===== config.mk =====
export PLATFORM = sky130hd
export DESIGN_NAME = svpwm_div
export DESIGN_NICKNAME = d
export VERILOG_FILES = /design/src/rtl/svpwm_compare_calc_defines.svh /design/src/rtl/svpwm_pkg.sv /design/src/rtl/svpwm_div.sv
export SDC_FILE = /design/constraint.sdc
export NUM_CORES = 1
export LEC_CHECK = 0
export BUFFER_PORTS_ARGS = -buffer_cell sky130_fd_sc_hd__clkbuf_2
export CAP_MARGIN = 20
export CORE_UTILIZATION = 69
export CTS_CLUSTER_SIZE = 30
export DETAILED_ROUTE_END_ITERATION = 10
export MAX_ROUTING_LAYER = met4
export PLACE_DENSITY_LB_ADDON = 0.3
export SLEW_MARGIN = 40
export SYNTH_ARGS = -nofsm -noshare
export SYNTH_HDL_FRONTEND = slang
export SYNTH_SLANG_ARGS = --single-unit

===== constraint.sdc =====
create_clock -name clk -period 5 [get_ports clk]
set_input_delay 0 -clock clk [delete_from_list [all_inputs] [get_ports clk]]
set_output_delay 0 -clock clk [all_outputs]
set_load 0.02 [all_outputs]

===== src/rtl/svpwm_compare_calc_defines.svh =====
// Assertion macros for the SVPWM compare calculator.
// Each check runs on the rising edge of clk.
`ifndef SVPWM_COMPARE_CALC_DEFINES_SVH
`define SVPWM_COMPARE_CALC_DEFINES_SVH

// Check that is disabled while rst is high.
`define SVPWM_CHECK(lbl, prop, msg) \
  lbl: assert property (@(posedge clk) disable iff (rst) prop) else $error(msg);

// Check that also runs during reset.
`define SVPWM_CHECK_RST(lbl, prop, msg) \
  lbl: assert property (@(posedge clk) prop) else $error(msg);

`endif


===== src/rtl/svpwm_pkg.sv =====
// ----------------------------------------------------------------------------
// svpwm_pkg
// Shared widths, constants and beat types of the SVPWM compare calculator.
// ----------------------------------------------------------------------------
package svpwm_pkg;

  localparam int FRAC_BITS  = 18;
  localparam int VOLT_W     = 16;
  localparam int BUS_W      = 15;
  localparam int PER_W      = 16;
  localparam int Q_W        = FRAC_BITS + 1;   // unsaturated quotient bits
  localparam int DIV_STAGES = Q_W + 1;         // prep stage + one stage per bit
  localparam int RAT_W      = Q_W + 2;         // signed ratio, +-2.0 inclusive
  localparam int K_W        = 19;

  // 1/sqrt3 and 2/sqrt3, rounded to 18 fractional bits
  localparam logic [K_W-1:0] K1 = K_W'(151349);
  localparam logic [K_W-1:0] K2 = K_W'(302698);

  localparam logic [PER_W-1:0] PER_RESET = PER_W'(4096);

  typedef struct packed {
    logic signed [VOLT_W-1:0] v_alpha;
    logic signed [VOLT_W-1:0] v_beta;
    logic [BUS_W-1:0]         v_bus;
  } item_t;

  typedef struct packed {
    logic [PER_W-1:0] duty_u;
    logic [PER_W-1:0] duty_v;
    logic [PER_W-1:0] duty_w;
  } result_t;

endpackage


===== src/rtl/svpwm_div.sv =====
// ----------------------------------------------------------------------------
// svpwm_div
// Pipelined restoring divider: num / den with FRAC_BITS fraction bits,
// truncated toward zero, saturated to +-2.0. One quotient bit per stage.
// ----------------------------------------------------------------------------
module svpwm_div
  import svpwm_pkg::*;
(
  input  logic                     clk,
  input  logic [DIV_STAGES-1:0]    en,
  input  logic signed [VOLT_W-1:0] num,
  input  logic [BUS_W-1:0]         den,
  output logic signed [RAT_W-1:0]  ratio
);

  logic [VOLT_W-1:0] rem [DIV_STAGES];
  logic [Q_W-1:0]    quo [DIV_STAGES];
  logic [BUS_W-1:0]  dv  [DIV_STAGES];
  logic              ng  [DIV_STAGES];
  logic              st  [DIV_STAGES];

  logic [VOLT_W-1:0] mag;
  logic              sat0;
  logic [Q_W:0]      mq;
  logic [RAT_W-1:0]  mq_x;

  assign mag  = num[VOLT_W-1] ? VOLT_W'(-num) : VOLT_W'(num);
  // |num| >= 2*den means quotient >= 2.0 (also covers den == 0)
  assign sat0 = (mag != '0) && ({1'b0, mag} >= {1'b0, den, 1'b0});

  always_ff @(posedge clk) begin
    if (en[0]) begin
      rem[0] <= mag;
      quo[0] <= '0;
      // zero numerator: nonzero divisor keeps every quotient bit clear
      dv[0]  <= (mag == '0) ? '1 : den;
      ng[0]  <= num[VOLT_W-1];
      st[0]  <= sat0;
    end
  end

  for (genvar j = 1; j < DIV_STAGES; j++) begin : g_step
    logic [VOLT_W:0] trial;
    logic            ge;
    logic [Q_W-1:0]  qn;

    always_comb begin
      // first step compares the bare magnitude, later ones the doubled rest
      trial = (j == 1) ? {1'b0, rem[j-1]} : {rem[j-1], 1'b0};
      ge    = trial >= {2'b00, dv[j-1]};
      qn    = quo[j-1];
      qn[Q_W-j] = ge;
    end

    always_ff @(posedge clk) begin
      if (en[j]) begin
        rem[j] <= ge ? VOLT_W'(trial - {2'b00, dv[j-1]}) : trial[VOLT_W-1:0];
        quo[j] <= qn;
        dv[j]  <= dv[j-1];
        ng[j]  <= ng[j-1];
        st[j]  <= st[j-1];
      end
    end
  end

  assign mq    = st[DIV_STAGES-1] ? {1'b1, {Q_W{1'b0}}} : {1'b0, quo[DIV_STAGES-1]};
  assign mq_x  = {1'b0, mq};
  assign ratio = ng[DIV_STAGES-1] ? $signed(-mq_x) : $signed(mq_x);

endmodule


==> flow_metrics.tcl, run 1 <==
set metrics [dict create \
    status "finished, final reports clean" \
    final_hold_viol_count 0 \
    hold_path_class "in -> reg" \
    grt_pass1_vias 27800 \
    critPathLaunchType "flip-flop" \
    final_cells 4613 \
    ir_drop_uv 353 \
    yosys_register_bits 819 \
    cp_slowest_cell "nor4_4" \
    tightest_slew_ns 0.833 \
    worst-r2r-setup-slack_ns 1.36 \
    max_freq_ghz 0.275 \
    wirelength_um 89900 \
    whs_endpoint "quo[0][37]$_DFFE_PP_" \
    cts-root-buf "clkbuf_16" \
    antenna_found_initial 2 \
    crit_top_cell "a21oi_1" \
    drv_cap 0 \
    gp_congestion 0.954 \
    grt_max_degree 52 \
    coreArea_um2 60800 \
    r2r_end "rem[9][6]$_DFFE_PP_" \
    powerDensity_nw_per_um2 594 \
    cts_max_level 3 \
    max_stage_delay_ns 0.60 \
    fin_tns_setup_ns 0 \
    fin_crit_ns 3.64 \
    maxSlewViolCount 0 \
    synth-main-ff-cell "edfxtp_1" \
    drt-initial-drc-count 2149 \
    portBuffers 72 \
    p_comb_share_pct 38.9 \
    dp_cells 4412 \
    clock_skew_ns 0.0216 \
    synth_edf_count 819 \
    n_fill_cell 3672 \
    mostFrequentLayoutCells "edfxtp_1, inv_1, ha_1, o21ai_0, nand2_1" \
    wire_per_inst_um 19.5 \
    synth_nets 3974 \
    relSlewSlack_pct 44.4 \
    final_util_pct 77.7 \
    whs_ns 0.00369 \
    dieArea_um2 63000 \
    worst_setup_path_end_kind "flip-flop" \
    worstHoldPathCells 1 \
    setup_viol 0 \
    sw_frac_of_total_pct 35.1 \
    critPathRequiredTime_ns 5.40 \
    dp_hpwl_um 63900 \
    worstPathCellList "ha_1, o21ai_1, a21oi_1, o41a_1, a221oi_2, a21oi_1, nor4_4, buf_4, mux2_2" \
    min_from "en[1]" \
    internal_power_mw 18.2 \
    clock_latency_ns 0.65 \
    cts_resized 0 \
    synth_seq_area_share_pct 57.5 \
    io_pins 73 \
    die_h_um 251 \
    dpl_worst_slack_ns 1.47 \
    synthDistinctLibCells 84 \
    dr.pass1.iters 5 \
    final_antenna_net_count 0 \
    fin_ws_ns 1.36 \
    start_util_pct 70.3 \
    cts_tree "built" \
    post-route-period-util_pct 72.8 \
    grt_usage_pct 29.9 \
    postSynthCellCount 3603 \
    numCtsBuffers 81 \
    clkTransAtPathRegs_ns 0.07 \
    clkPwrFrac_pct 22.1 \
    netlist_area_um2 42800 \
    fin_nets 4134 \
    worst_ep_arrival_time_ns 4.04 \
    dpl-instance-area_um2 44100 \
    crit_fanout 14 \
    area_growth_pct 10.5 \
    crit_type "reg -> reg" \
    via_per_inst 6.09 \
    rsz0062_at_grt "false" \
    p_total_mw 28.1 \
    design_area_um2 47300 \
    ys_async_sr_fraction_pct 0 \
    die_x_um 251 \
    drive_above_1_share_pct 8.93 \
    via_count 28100 \
    cts_max_path_buffers 3 \
    regToRegStartpoint "rem[8][1]$_DFFE_PP_" \
    clock_sinks 819 \
    syn_area_per_cell_um2 11.9 \
    r2r_cells 9 \
    ys_warn_count 0 \
    final_common_cell "edfxtp_1" \
    sequentialPowerShare_pct 39.0 \
    grt_pass1_wl_um 143000 \
    p_sw_mw 9.86 \
    drcViolationCount 0 \
    grt_overflow 0 \
    rows 90 \
    power_leakage_nw 18.9 \
]
==> cells by family after synthesis <==
group	Yosys count	share of synthesized area [%]
compound gates	878	12.7
xor+xnor	219	4.48
fa+ha+maj	319	9.65
buf+inv	467	4.14
flops	819	57.5
mux	94	2.45
simple gates	807	9.08
==> power by group through the flow <==
stage          registers [mW]  logic, mW  clock network [mW]
3_5_place_dp             11.1       10.6                   0
2_1_floorplan            10.5       8.40                   0
5_1_grt                  11.1       12.1                6.54
6_report                 11.0       10.9                6.21
4_1_cts                  10.9       10.8                6.27
3_3_place_gp             11.0       10.3                   0
==> worst max path at each step <==
stage | end | cells past startpoint | start | slack (ns)
final | rem[9][6]$_DFFE_PP_ | 9 | rem[8][1]$_DFFE_PP_ | 1.36
after detailed placement | rem[4][5]$_DFFE_PP_ | 8 | rem[3][0]$_SDFFCE_PP0P_ | 1.47
after global routing | rem[9][6]$_DFFE_PP_ | 9 | rem[8][1]$_DFFE_PP_ | 1.19
after floorplan | rem[18][13]$_DFFE_PP_ | 12 | dv[8][16]$_DFFE_PP_ | 2.05
after global placement | rem[4][4]$_DFFE_PP_ | 8 | rem[3][0]$_SDFFCE_PP0P_ | 1.60
after CTS | rem[4][5]$_DFFE_PP_ | 8 | rem[3][0]$_SDFFCE_PP0P_ | 1.43
==> state kept, by name, summed over array words and instances, names as in the netlist <==
| signal | count |
|---|---|
| rem | 304 |
| dv | 285 |
| quo | 190 |
| ng | 20 |
| st | 20 |
==> cell type report <==
| type | instances | area [µm²] | share of cell area (%) |
|---|---|---|---|
| antenna | 2 | 5.00 | 0.0106 |
| clock buffer | 94 | 2120 | 4.48 |
| clock inverter | 55 | 579 | 1.23 |
| inverter | 403 | 1510 | 3.20 |
| multi-input combinational | 2317 | 16500 | 34.8 |
| sequential | 819 | 24600 | 52.0 |
| tap | 782 | 978 | 2.07 |
| timing repair buffer | 141 | 1020 | 2.17 |
==> cells in the mapped netlist, types with 12 or more instances <==
library cell / n / share of area, %
o211ai_1: 12 / 0.21
xnor2_1: 131 / 2.7
nand2_1: 263 / 2.3
o21a_1: 55 / 0.97
a21o_1: 77 / 1.4
clkbuf_1: 55 / 0.48
nand3_1: 45 / 0.53
or4_1: 13 / 0.23
nor4_1: 14 / 0.20
o31ai_1: 29 / 0.51
nor2_1: 208 / 1.8
and3_1: 16 / 0.23
o31a_1: 17 / 0.35
xor2_1: 88 / 1.8
a21oi_1: 226 / 2.6
nor3_1: 34 / 0.40
o21ai_0: 281 / 3.3
o21bai_1: 17 / 0.30
a31oi_1: 29 / 0.42
mux2_2: 82 / 2.2
nand4_1: 38 / 0.56
inv_1: 403 / 3.5
ha_1: 301 / 8.8
fa_1: 18 / 0.84
nor2b_1: 52 / 0.76
a211oi_1: 26 / 0.46
nand2b_1: 54 / 0.79
or2_2: 16 / 0.23
edfxtp_1: 819 / 57
==> worst max-delay path, delay by kind of cell (launching register included) <==
family                   cells  cell delay [ns]
AO/OA/AOI/OAI                5             1.37
AND/OR/NAND/NOR              1             0.60
flip-flops                   1             0.39
adder cells (fa/ha/maj)      1             0.38
multiplexers                 1             0.34
buffers and inverters        1             0.32
==> what timing repair did <==
| item | CTS | global route |
|---|---|---|
| setup buffers | 0 | 0 |
| endpoints found under the hold margin | 389 | 0 |
| hold buffers | 50 | 0 |
==> layer usage <==
| metal | up-vias | global-route usage (%) | part of all wire [%] |
|---|---|---|---|
| met1 | 13300 | 34.9 | 39 |
| met4 | 0 | 13.9 | 4.8 |
| met3 | 310 | 3.94 | 5.4 |
| met5 | - | - | 0 |
| met2 | 995 | 51.5 | 51 |
| li1 | 13500 | - | - |
(Power assumes the default switching activity.)
==> run 2, diff against run 1 <==
Settings changed: CORE_UTILIZATION 69 to 64.
Clock period 5 ns to 3.7 ns, I/O delays scaled along.
==> run 2 against run 1 <==
  * The run now ends with DRC left
  * Via count decreased by 0.71%
  * Global-route usage decreased by 2.9 points
  * Worst hold slack got worse by 0.0022 ns
  * Register-to-register slack got worse by 1.0 ns
  * Critical path type is now reg -> out
  * Largest cell class unchanged
  * Largest power group is now combinational logic
  * Highest routed layer unchanged
==> flow_metrics.tcl, run 2 (synthesis gave the netlist of run 1 again) <==
set metrics [dict create \
    status "finished, violations left" \
    violations "DRC" \
    grt_overflow 0 \
    antenna_found_initial 0 \
    clock_skew_ns 0.0225 \
    start_util_pct 64.8 \
    largest_reg_flops 304 \
    worst_ep_arrival_time_ns 3.44 \
    powerDensity_nw_per_um2 803 \
    rows 94 \
    drcViolationCount 6 \
    grt_pass1_vias 27100 \
    clock_sinks 819 \
    fin_crit_ns 3.44 \
    design_area_um2 47600 \
    wirelength_um 87900 \
    final_cells 4711 \
    setup_viol 0 \
    final_util_pct 72.1 \
    relSlewSlack_pct 46.4 \
    area_growth_pct 11.3 \
    top_regs "rem (304), dv (285), quo (190)" \
    coreArea_um2 66000 \
    cts-root-buf "clkbuf_16" \
    drv_cap 0 \
    crit_type "reg -> out" \
    dpl_worst_slack_ns 0.474 \
    critPathRequiredTime_ns 3.70 \
    hold_path_class "in -> reg" \
    post-route-period-util_pct 92.9 \
    maxSlewViolCount 0 \
    dr.pass1.iters 8 \
    wire_per_inst_um 18.7 \
    drt-initial-drc-count 2286 \
    cts_max_level 3 \
    clkTransAtPathRegs_ns 0.06 \
    portBuffers 72 \
    dieArea_um2 67900 \
    drive_above_1_share_pct 9.31 \
    worst_setup_path_end_kind "primary output" \
    top_register "rem" \
    dpl-instance-area_um2 44300 \
    io_pins 73 \
    grt_pass1_wl_um 140000 \
    final_hold_viol_count 0 \
    rsz0062_at_grt "false" \
    max_freq_ghz 0.291 \
    ir_drop_uv 546 \
    crit_fanout 4 \
    fin_nets 4152 \
    gp_congestion 0.917 \
    dp_hpwl_um 62500 \
    cts_tree "built" \
    fin_tns_setup_ns 0 \
    final_common_cell "edfxtp_1" \
    clock_latency_ns 0.63 \
    grt_usage_pct 27.0 \
    via_per_inst 5.92 \
    via_count 27900 \
    grt_max_degree 52 \
    whs_ns 0.00152 \
    power_leakage_nw 19.1 \
    die_h_um 261 \
    dp_cells 4510 \
    tightest_slew_ns 0.805 \
    antennaDiodeCount 0 \
    cts_max_path_buffers 3 \
    critPathLaunchType "flip-flop" \
    numCtsBuffers 85 \
    fin_ws_ns 0.264 \
    mostFrequentLayoutCells "edfxtp_1, inv_1, ha_1, o21ai_0, nand2_1" \
    final_antenna_net_count 0 \
    p_total_mw 38.2 \
    die_x_um 261 \
]
[run 2: critical path, stage by stage (launching register included)]
cell,delay (ns)
edfxtp_1,0.41
or4_1,0.60
or3_4,0.37
or4b_1,0.50
nor2_1,0.11
o21ai_1,0.10
o31ai_1,0.25
nor3_1,0.07
a311oi_1,0.21
buf_2,0.21
[run 2: final timing paths]
kind	from	to	slack, ns	cells after the start
setup / recovery	quo[4][62]$_DFFE_PP_	ratio[18]	0.26	9
hold reg to reg	quo[1][35]$_DFFE_PP_	quo[1][54]$_DFFE_PP_	0.41	0
hold / removal	en[0]	dv[0][10]$_SDFFCE_PN1P_	0.002	1
setup reg to reg	dv[3][16]$_DFFE_PP_	rem[8][7]$_DFFE_PP_	0.35	10
[run 2: power breakdown]
| group | internal (mW) | leakage [nW] | switching [mW] |
|---|---|---|---|
| clock network | 5.10 | 1.36 | 3.53 |
| logic | 6.55 | 9.74 | 8.28 |
| registers | 13.4 | 7.97 | 1.37 |
[run 2: per-layer routing]
layer	up-vias	GRT usage, %	part of all wire, %	wire, µm
met4	0	11.0	4.1	3570
met1	13300	31.6	40	35300
met2	812	47.4	52	45700
li1	13500	-	-	-
met5	-	-	0	0
met3	241	2.99	3.9	3450
[run 2: what timing repair did]
action | in CTS | in global routing
gates resized for setup | 0 | 3
hold buffers | 47 | 0
buffers inserted | 0 | 1
endpoints found under the setup margin | 0 | 2
hold endpoints to repair | 219 | 0
[run 2: final cells by class]
cell class,count,area [µm²]
sequential,819,24600
fill,4414,18400
multi-input combinational,2317,16500
clock buffer,96,2190
inverter,403,1510
timing repair buffer,155,1140
tap,864,1080
clock inverter,57,613
